<file path="src/hdl/mtg_pkg.sv">
`default_nettype none
package mtg_pkg;

	localparam int IDX_W      = 10;
	localparam int CNT_W      = 6;
	// quotient bits of the tangent division, fraction bits of the normalise step, root digits
	localparam int DIV_STEPS  = 33;
	localparam int FRAC_STEPS = 28;
	localparam int ROOT_STEPS = 15;

	localparam logic [1:0] CMD_LOAD   = 2'd0;
	localparam logic [1:0] CMD_TRI    = 2'd1;
	localparam logic [1:0] CMD_READ   = 2'd2;
	localparam logic [1:0] CMD_UNUSED = 2'd3;

	localparam logic [1:0] STAT_OK    = 2'd0;
	localparam logic [1:0] STAT_DEGEN = 2'd1;
	localparam logic [1:0] STAT_ZERO  = 2'd2;

	typedef enum logic [4:0] {
		S_IDLE, S_DECODE, S_FETCH, S_DIFF, S_MUL, S_CHKDET, S_DINIT, S_DSTEP, S_DEND,
		S_ACC, S_SRD, S_SCAP, S_SQ, S_CHKLEN, S_NINIT, S_NSTEP, S_RINIT, S_RSTEP,
		S_REND, S_FINISH
	} ctrl_state_t;

	typedef enum logic [4:0] {
		OP_NONE, OP_CAPTURE, OP_LOAD, OP_FETCH, OP_LATCH, OP_DIFF, OP_MUL, OP_SUB,
		OP_DINIT, OP_DSTEP, OP_DEND, OP_ARD, OP_AWR, OP_SRD, OP_SCAP, OP_SQ, OP_LSUM,
		OP_NINIT, OP_NSTEP, OP_RINIT, OP_RSTEP, OP_REND, OP_SKIP, OP_ZERO, OP_FINISH
	} dp_op_t;

	typedef struct packed {
		dp_op_t     op;
		logic [1:0] k;
	} dp_cmd_t;

	typedef struct packed {
		logic [1:0] cmd;
		logic       a_ok;
		logic       tri_ok;
		logic       det_zero;
		logic       len_zero;
	} dp_stat_t;

endpackage
`default_nettype wire

</file>
<file path="src/hdl/mtg_ctrl.sv">
`default_nettype none
module mtg_ctrl
	import mtg_pkg::*;
(
	input  wire logic     clk,
	input  wire logic     arst_n,
	input  wire logic     start,
	input  wire dp_stat_t stat,
	output dp_cmd_t       dcmd,
	output logic          busy
);

	ctrl_state_t state_q, state_d;
	logic [CNT_W-1:0] cnt_q, cnt_d;
	logic [1:0] comp_q, comp_d;

	always_ff @(posedge clk or negedge arst_n) begin
		if (!arst_n) begin
			state_q <= S_IDLE;
			cnt_q   <= '0;
			comp_q  <= '0;
		end else begin
			state_q <= state_d;
			cnt_q   <= cnt_d;
			comp_q  <= comp_d;
		end
	end

	always_comb begin
		state_d = state_q;
		cnt_d   = cnt_q;
		comp_d  = comp_q;
		dcmd.op = OP_NONE;
		dcmd.k  = '0;
		case (state_q)
			S_IDLE: begin
				if (start) begin
					dcmd.op = OP_CAPTURE;
					state_d = S_DECODE;
				end
			end
			S_DECODE: begin
				cnt_d  = '0;
				comp_d = '0;
				case (stat.cmd)
					CMD_LOAD: begin
						if (stat.a_ok) dcmd.op = OP_LOAD;
						state_d = S_FINISH;
					end
					CMD_TRI: begin
						if (stat.tri_ok) begin
							state_d = S_FETCH;
						end else begin
							dcmd.op = OP_SKIP;
							state_d = S_FINISH;
						end
					end
					CMD_READ: state_d = stat.a_ok ? S_SRD : S_FINISH;
					default:  state_d = S_FINISH;
				endcase
			end
			S_FETCH: begin
				dcmd.op = cnt_q[0] ? OP_LATCH : OP_FETCH;
				dcmd.k  = cnt_q[2:1];
				cnt_d   = cnt_q + 1'b1;
				if (cnt_q == CNT_W'(5)) state_d = S_DIFF;
			end
			S_DIFF: begin
				dcmd.op = OP_DIFF;
				cnt_d   = '0;
				state_d = S_MUL;
			end
			S_MUL: begin
				dcmd.op = cnt_q[0] ? OP_SUB : OP_MUL;
				dcmd.k  = cnt_q[2:1];
				cnt_d   = cnt_q + 1'b1;
				if (cnt_q == CNT_W'(7)) state_d = S_CHKDET;
			end
			S_CHKDET: begin
				comp_d = '0;
				if (stat.det_zero) begin
					dcmd.op = OP_SKIP;
					state_d = S_FINISH;
				end else begin
					state_d = S_DINIT;
				end
			end
			S_DINIT: begin
				dcmd.op = OP_DINIT;
				dcmd.k  = comp_q;
				cnt_d   = '0;
				state_d = S_DSTEP;
			end
			S_DSTEP: begin
				dcmd.op = OP_DSTEP;
				cnt_d   = cnt_q + 1'b1;
				if (cnt_q == CNT_W'(DIV_STEPS - 1)) state_d = S_DEND;
			end
			S_DEND: begin
				dcmd.op = OP_DEND;
				dcmd.k  = comp_q;
				cnt_d   = '0;
				if (comp_q == 2'd2) begin
					state_d = S_ACC;
				end else begin
					comp_d  = comp_q + 1'b1;
					state_d = S_DINIT;
				end
			end
			S_ACC: begin
				dcmd.op = cnt_q[0] ? OP_AWR : OP_ARD;
				dcmd.k  = cnt_q[2:1];
				cnt_d   = cnt_q + 1'b1;
				if (cnt_q == CNT_W'(5)) state_d = S_FINISH;
			end
			S_SRD: begin
				dcmd.op = OP_SRD;
				state_d = S_SCAP;
			end
			S_SCAP: begin
				dcmd.op = OP_SCAP;
				cnt_d   = '0;
				state_d = S_SQ;
			end
			S_SQ: begin
				dcmd.op = cnt_q[0] ? OP_LSUM : OP_SQ;
				dcmd.k  = cnt_q[2:1];
				cnt_d   = cnt_q + 1'b1;
				if (cnt_q == CNT_W'(5)) state_d = S_CHKLEN;
			end
			S_CHKLEN: begin
				comp_d = '0;
				if (stat.len_zero) begin
					dcmd.op = OP_ZERO;
					state_d = S_FINISH;
				end else begin
					state_d = S_NINIT;
				end
			end
			S_NINIT: begin
				dcmd.op = OP_NINIT;
				dcmd.k  = comp_q;
				cnt_d   = '0;
				state_d = S_NSTEP;
			end
			S_NSTEP: begin
				dcmd.op = OP_NSTEP;
				cnt_d   = cnt_q + 1'b1;
				if (cnt_q == CNT_W'(FRAC_STEPS - 1)) state_d = S_RINIT;
			end
			S_RINIT: begin
				dcmd.op = OP_RINIT;
				cnt_d   = '0;
				state_d = S_RSTEP;
			end
			S_RSTEP: begin
				dcmd.op = OP_RSTEP;
				cnt_d   = cnt_q + 1'b1;
				if (cnt_q == CNT_W'(ROOT_STEPS - 1)) state_d = S_REND;
			end
			S_REND: begin
				dcmd.op = OP_REND;
				dcmd.k  = comp_q;
				if (comp_q == 2'd2) begin
					state_d = S_FINISH;
				end else begin
					comp_d  = comp_q + 1'b1;
					state_d = S_NINIT;
				end
			end
			S_FINISH: begin
				dcmd.op = OP_FINISH;
				state_d = S_IDLE;
			end
			default: state_d = S_IDLE;
		endcase
	end

	assign busy = (state_q != S_IDLE);

endmodule
`default_nettype wire

</file>
<file path="config.mk">
export PLATFORM = sky130hd
export DESIGN_NAME = mtg_ctrl
export DESIGN_NICKNAME = d
export VERILOG_FILES = /design/src/hdl/mtg_pkg.sv /design/src/hdl/mtg_ctrl.sv
export SDC_FILE = /design/constraint.sdc
export NUM_CORES = 1
export LEC_CHECK = 0
export BUFFER_PORTS_ARGS = -buffer_cell sky130_fd_sc_hd__buf_2
export CAP_MARGIN = 30
export CELL_PAD_IN_SITES_DETAIL_PLACEMENT = 1
export CELL_PAD_IN_SITES_GLOBAL_PLACEMENT = 1
export CORE_UTILIZATION = 47
export DETAILED_ROUTE_END_ITERATION = 10
export HOLD_SLACK_MARGIN = 0.1
export PLACE_DENSITY = 0.9
export SLEW_MARGIN = 20
export SYNTH_ARGS = -nofsm -noshare
export SYNTH_HDL_FRONTEND = slang
export SYNTH_SLANG_ARGS = --single-unit
</file>
<file path="constraint.sdc">
create_clock -name clk -period 3.4 [get_ports clk]
set_input_delay 0.34 -clock clk [delete_from_list [all_inputs] [get_ports clk]]
set_output_delay 0.34 -clock clk [all_outputs]
set_load 0.05 [all_outputs]
</file>
; After elaboration in Yosys (flattened, before gate mapping)
; Index checks and enable logic that the tools add are counted.
[word_totals]
reg_bits = 13
input_bits = 9
output_inout_bits = 8
wordCells = 85
[op_classes]
addsub = 2
eq_ne = 36
n_mux = 31
n_reduce_logical = 13
[op_table]
columns = operator, count
row1 = case mux 5 bit (20 select lines), 1
row2 = case mux 5 bit (19 select lines), 1
row3 = 2-to-1 mux 5 bit, 17
row4 = equality test 5 x 4 -> 1 bit (second input constant), 8
row5 = equality test 5 x 3 -> 1 bit (second input constant), 4
row6 = equality test 5 bit (second input constant), 4
row7 = case mux 5 bit (2 select lines), 2
row8 = inequality test 2 bit (second input constant), 9
row9 = OR reduction 7 bit, 2
row10 = equality test 6 x 3 -> 1 bit (second input constant), 2
row11 = case mux 6 bit (2 select lines), 1
row12 = equality test 5 x 2 -> 1 bit (second input constant), 2
row13 = case mux 2 bit (2 select lines), 2
row14 = AND reduction 8 bit, 1
row15 = OR reduction 4 bit, 2
row16 = adder 6 x 1 -> 6 bit (second input constant), 1
row17 = equality test 6 x 4 -> 1 bit (second input constant), 1
row18 = equality test 6 x 5 -> 1 bit (second input constant), 1
row19 = equality test 6 bit (second input constant), 1
row20 = 2-to-1 mux 3 bit, 2
row21 = equality test 5 x 1 -> 1 bit (second input constant), 1
row22 = logical NOT 5 bit, 1
row23 = nonzero test 5 bit, 1
row24 = equality test 2 bit (second input constant), 2
row25 = other kinds (10), 13

; Depth between registers and ports, before layout
; Gate-level depths: netlist of run 1.
[depth]
word_depth = 4
mapped_depth = 8
mapped_depth_nobuf = 7

; Worst setup path before layout of run 1
; Ideal clock, no wire load.
[synth_timing]
path_type = reg2out
startpoint = register state_q[1]
endpoint = output port dcmd[4] (netlist name)
arrival_time_ns = 2.916
t_required_ns = 3.060
path_slack_ns = 0.144
path_stages_with_launch = 7
path_buffers = 2
path_cell_list = dfrtp_1 > buf_2 > clkbuf_1 > o21ai_0 > a211oi_1 > a21oi_1 > o311ai_0
[synth_lines]
columns = item, line
row1 = "start, declared", mtg_ctrl.sv:13  ; ctrl_state_t state_q, state_d;
row2 = "start signal, assigned", mtg_ctrl.sv:23  ; state_q <= state_d;
row3 = "end, declared", mtg_ctrl.sv:9  ; output dp_cmd_t dcmd,

==> out/results.txt, run 1 <==
Cell count after synthesis: 215
Final Non-Filler Cells: 264
Met3 usage: 5.54%
Routing usage on met2: 50.7%
Yosys top cell by area: dfrtp_1
Clk sinks: 13
Critical path class: reg2out
CTS buffer count: 3
Setup slack after layout: 442 ps
Slew HR: 38.1%
CTS max path bufs: 2
Vias: 1700
Largest net degree at the start of global routing: 33
Layout Skew: 12.8 ps
Final Hold Viols: 0
CORE AREA: 3150 µm²
Via/cell ratio: 6.44
Fillers: 443
RSZ-0062 raised after global routing: no
Final setup violation count: 0
Placed cells: 259
I/O pin count: 17
Share of layout cells above drive strength 1: 12.3%
Final core utilization: 54.0%
Antenna viol nets, final: 0
Post-synth top cells: 21 x nand2_1, 16 x o21ai_0, 14 x a21oi_1, 14 x inv_1, 14 x nor2_1
Vias in the first global route: 1613
Synth Net Count: 232
Max cap viols: 0
Initial antenna violation count: 0
Skew-Pair Late Insertion Delay: 290 ps
Yosys warns: 0
Worst Hold Class: in2async
DP HPWL: 4000 µm
EDFF count, synth: 0
Design Area, Final: 1700 µm²
Fin crit share: 87.0%
Seq/Total Area, Yosys: 20.2%
Distinct cells, synth: 61
Drt total wl: 5330 µm
Pwr per Cell Area: 990 nW/µm²
Met1 Usage GRT: 43.0%
Final Critical Period: 2960 ps
DP Area: 1670 µm²
Mean Syn Cell Area: 7.48 µm²
Grt ovf: 0
Top cells by area, synth: dfrtp_1 20%, ha_1 6.2%, o21ai_0 5.0%
Most used routing layer: met2
Worst slew pin tran: 928 ps
Router iterations before antenna repair: 7
Cell row count: 20
Ys flop type: dfrtp_1
Starting density of the core: 51.0%
First-pass GRT wire length: 8340 µm
CTS Root Cell: clkbuf_4
Asr flop ratio synth: 100%
Most common cell in the netlist: nand2_1
Port bufs: 16
Synth top area share: 20.2%
CP Capture Type: output port
Reg2Reg Launch Point: state_q[3]$_DFFE_PN0P_
CP arrival: 2620 ps
CTS tree: yes
Peak supply drop: 0.522 mV
Flops & latches, synth: 13
Critical path fanouts, max: 25
Setup Total Neg Slack: 0 ps
Wire length per cell: 20.2 µm
Gpl congestion: 0.854
Chip width: 60.5 µm
Pre-CTS WS: 770 ps
Mapped cell area: 1610 µm²
GRT Total Usage: 31.2%
F_max: 0.338 GHz
LEAKAGE: 0.705 nW
Startpoint Class: register
Clock transition at path regs: 90 ps
Outcome: finished, final reports clean
CP startpoint: state_q[2]$_DFFE_PN0P_
R2R Setup Slk: 1000 ps
Nets: 238
Pins Over Slew Limit: 0
Data required, critical path: 3060 ps
Layout area overhead: 5.83%
H-Tree Depth: 1
Initial DRC Count: 154
Die Y-Extent: 60.5 µm
Antenna Cells: 0
Drc violations: 0
Worst Reg-to-Reg Cells: 5
Die Area: 3660 µm²
==> sequential cells by signal (all words and copies together) (netlist names) <==
signal / cells
cnt_q: 6
state_q: 5
comp_q: 2
==> routing by layer <==
layer  share of wire [%]  vias up
li1                    -      794
met1                  44      828
met2                  49       70
met3                 6.4        8
met4                0.83        0
met5                   0        -
==> final timing paths <==
path	endpoint
worst min-delay path	cnt_q[0]$_DFFE_PN0P_
worst max register to register	state_q[3]$_DFFE_PN0P_
worst max-delay path	dcmd[3]
worst min register to register	comp_q[0]$_DFFE_PN0P_
max in group asynchronous	state_q[3]$_DFFE_PN0P_
min in group clk	comp_q[0]$_DFFE_PN0P_
==> logic make-up after synthesis <==
| logic type | count (synthesis) | share of synthesized area (%) |
|---|---|---|
| buf+inv | 31 | 8.55 |
| mux | 6 | 4.35 |
| xor+xnor | 4 | 2.18 |
| flops | 13 | 20.2 |
| simple gates | 83 | 29.1 |
| compound gates | 70 | 29.4 |
| fa+ha+maj | 8 | 6.22 |
==> cell type report <==
type                       count  area [µm²]  area share (%)
multi-input combinational    171        1150            67.3
inverter                      14        52.6            3.09
clock buffer                   4        26.3            1.54
timing repair buffer          18        97.6            5.73
tap                           44        55.1            3.23
sequential                    13         325            19.1
==> per-stage QoR <==
step	hold slack, ps	total power [mW]
floorplan	44.4	1.28
global route	491	1.80
finish	460	1.69
detailed placement	247	1.56
global placement	240	1.49
CTS	466	1.67
==> critical path, cell delays in order (launching register included) <==
cell and delay (ps):
dfrtp_1 830, inv_1 320, a2111oi_2 470, a21oi_1 110, a21boi_0 170, o311ai_0 110, buf_2 330
==> layout by cell type (no fill, tap or decap), types with 4 or more instances in the layout <==
cell type	netlist	routed
ha_1	8	8
buf_2	10	16
mux2i_1	4	4
o21ai_0	16	16
o211ai_1	4	4
a21oi_1	14	14
nand2_1	21	21
nand3_1	6	6
inv_1	14	14
nand2b_1	6	6
nor2_1	14	14
dfrtp_1	13	13
nor2b_1	10	10
==> report_power, final <==
group | internal, mW | switching [mW]
logic | 0.418 | 0.751
clock network | 0.0456 | 0.0549
registers | 0.203 | 0.213
==> repair_timing <==
action	4_1_cts	5_1_grt
gates resized for setup	0	0
setup buffers	0	0
hold endpoints to repair	13	0
hold buffers	1	0
(Power assumes the default switching activity.)
==> run 2: changes to the inputs <==
ABC_CLOCK_PERIOD_IN_PS = 3400   (was not set)
REMOVE_ABC_BUFFERS = 1   (was not set)
==> out/results.txt, run 2 (same netlist as run 1, synthesis figures left out) <==
Outcome: finished, final reports clean
Final Hold Viols: 0 (unchanged)
Vias: 1681 (-1.1%)
Cell row count: 20 (unchanged)
Router iterations before antenna repair: 4 (-3)
Commonest non-fill, non-tap cell in the layout: nand2_1
Starting density of the core: 51.0% (unchanged)
Clk network pwr share: 5.9% (about the same)
Slew HR: 38.7% (+0.51 points)
Number of flip-flops in the largest register: 6 (unchanged)
Data required, critical path: 3060 ps (about the same)
Peak supply drop: 0.514 mV (-1.6%)
Initial DRC Count: 99 (-36%)
Grt ovf: 0 (unchanged)
Drt total wl: 5050 µm (-5.2%)
Fin crit share: 85.8% (-1.2 points)
CP max stage delay: 940 ps (+110 ps)
Tot Pwr: 1.67 mW (-0.78%)
Met3 usage: 1.07% (-4.5 points)
CTS max path bufs: 2 (unchanged)
Int Pwr: 0.662 mW (-0.75%)
Layout area overhead: 5.44%
WHS: 492 ps (+31.5 ps)
Share of layout cells above drive strength 1: 12.3% (+0.056 points)
Fillers: 432 (-2.5%)
CTS tree: yes
Antenna viol nets, final: 0 (unchanged)
Final Critical Period: 2920 ps (-41.0 ps)
CORE AREA: 3150 µm² (unchanged)
Via/cell ratio: 6.39 (-0.74%)
Max cap viols: 0 (unchanged)
Initial antenna violation count: 0 (unchanged)
Sw power: 1.01 mW (-0.81%)
Drc violations: 0 (unchanged)
Biggest register: cnt_q
Wire length per cell: 19.2 µm (-4.9%)
Critical Path, Cell by Cell: nor2b_1 -> nand2_1 -> a2111oi_0 -> a221oi_1 -> o211ai_1 -> buf_2
Critical path fanouts, max: 29 (+16%)
Layout Skew: 1.18 ps (-11.7 ps)
Nets: 237 (-0.42%)
Switching Share: 60.4% (about the same)
Commonest non-fill, non-tap cells in the layout: 21 x nand2_1, 16 x o21ai_0, 16 x buf_2
First-pass GRT wire length: 8360 µm (+0.16%)
Critical path class: reg2out
Max stage delay cell, worst path: dfrtp_1
Post-cts sizing count: 0 (unchanged)
Cell family contributing the most delay on the critical path: flip-flops
Vias in the first global route: 1696 (+5.1%)
Setup slack after layout: 483 ps (+41.0 ps)
Setup Total Neg Slack: 0 ps (unchanged)
CP Capture Type: output port
GRT Total Usage: 30.9% (-0.31 points)
Die Area: 3660 µm² (unchanged)
Port bufs: 16 (unchanged)
Chip width: 60.5 µm (unchanged)
Pwr per Cell Area: 986 nW/µm² (-0.42%)
Worst slew pin tran: 920 ps (-7.62 ps)
F_max: 0.343 GHz (+1.4%)
Routing usage on met2: 56.7% (+6.0 points)
Clk sinks: 13 (unchanged)
I/O pin count: 17 (unchanged)
Clock transition at path regs: 80 ps (about the same)
Largest net degree at the start of global routing: 33 (unchanged)
DP Area: 1660 µm² (-0.45%)
Worst Hold Class: in2async
CTS Root Cell: clkbuf_4
Gpl congestion: 0.845 (-1.1%)
LEAKAGE: 0.703 nW (-0.36%)
Pins Over Slew Limit: 0 (unchanged)
Buffers & Inverters on Critical Path: 1 (-1)
CTS buffer count: 3 (unchanged)
Startpoint Class: register
H-Tree Depth: 1 (unchanged)
RSZ-0062 raised after global routing: no
DP HPWL: 3810 µm (-4.7%)
Final setup violation count: 0 (unchanged)
Antenna Cells: 0 (unchanged)
Skew-Pair Late Insertion Delay: 280 ps (about the same)
Sequential power share: 26.2% (+1.5 points)
Pre-CTS WS: 809 ps (+39.8 ps)
Combinational share of power: 67.9% (-1.4 points)
Most used routing layer: met2
Met1 Usage GRT: 39.6% (-3.5 points)
Die Y-Extent: 60.5 µm (unchanged)
Biggest regs: cnt_q x6, state_q x5, comp_q x2
Design Area, Final: 1700 µm² (-0.37%)
CP arrival: 2580 ps (-40 ps)
[run 2: cell types whose count changed in the layout (fill, tap and decap cells not counted)]
| cell | delta |
|---|---|
| clkbuf_1 | -1 |
| clkinv_2 | +1 |
| buf_4 | -1 |
[run 2: worst paths after layout]
check	from	endpoint	slack, ps	depth (start not counted)
setup / recovery	state_q[0]$_DFFE_PN0P_	dcmd[2]	480	6
hold / removal	arst_n	cnt_q[3]$_DFFE_PN0P_	490	2
setup reg to reg	state_q[0]$_DFFE_PN0P_	state_q[3]$_DFFE_PN0P_	900	5
hold reg to reg	comp_q[0]$_DFFE_PN0P_	comp_q[0]$_DFFE_PN0P_	540	1
max in group asynchronous	arst_n	comp_q[0]$_DFFE_PN0P_	2680	2
min in group clk	comp_q[0]$_DFFE_PN0P_	comp_q[0]$_DFFE_PN0P_	540	1
[run 2: area by class of cell]
cell class	instances	area, µm²	share of cell area [%]
Inverter	14	52.6	3.10
Tap cell	44	55.1	3.24
Timing Repair Buffer	17	90.1	5.31
Multi-Input combinational cell	171	1150	67.6
Clock inverter	1	5.00	0.295
Clock buffer	3	22.5	1.33
Sequential cell	13	325	19.2
[run 2: metrics by stage]
stage | std cells | util [%]
floorplan | 198 | -
global placement | 258 | 52.6
detailed placement | 258 | 52.6
CTS | 263 | 53.8
global route | 263 | 53.8
finish | 263 | 53.8
[run 2: power groups by stage]
stage | combinational [mW] | clock [mW] | sequential (mW)
final | 1.14 | 0.0983 | 0.439
after global routing | 1.24 | 0.106 | 0.460
after floorplan | 0.864 | 0 | 0.356
after detailed placement | 1.13 | 0 | 0.434
after CTS | 1.13 | 0.102 | 0.430
after global placement | 1.09 | 0 | 0.417
[run 2: what timing repair did]
item | in CTS | in global routing
hold buffers | 1 | 0
buffers inserted | 0 | 0
hold endpoints to repair | 13 | 0
[run 2: routing by layer]
| layer | part of all wire, % | vias to the layer above |
|---|---|---|
| li1 | - | 794 |
| met1 | 42 | 828 |
| met2 | 52 | 49 |
| met3 | 3.9 | 10 |
| met4 | 1.7 | 0 |
| met5 | 0 | - |
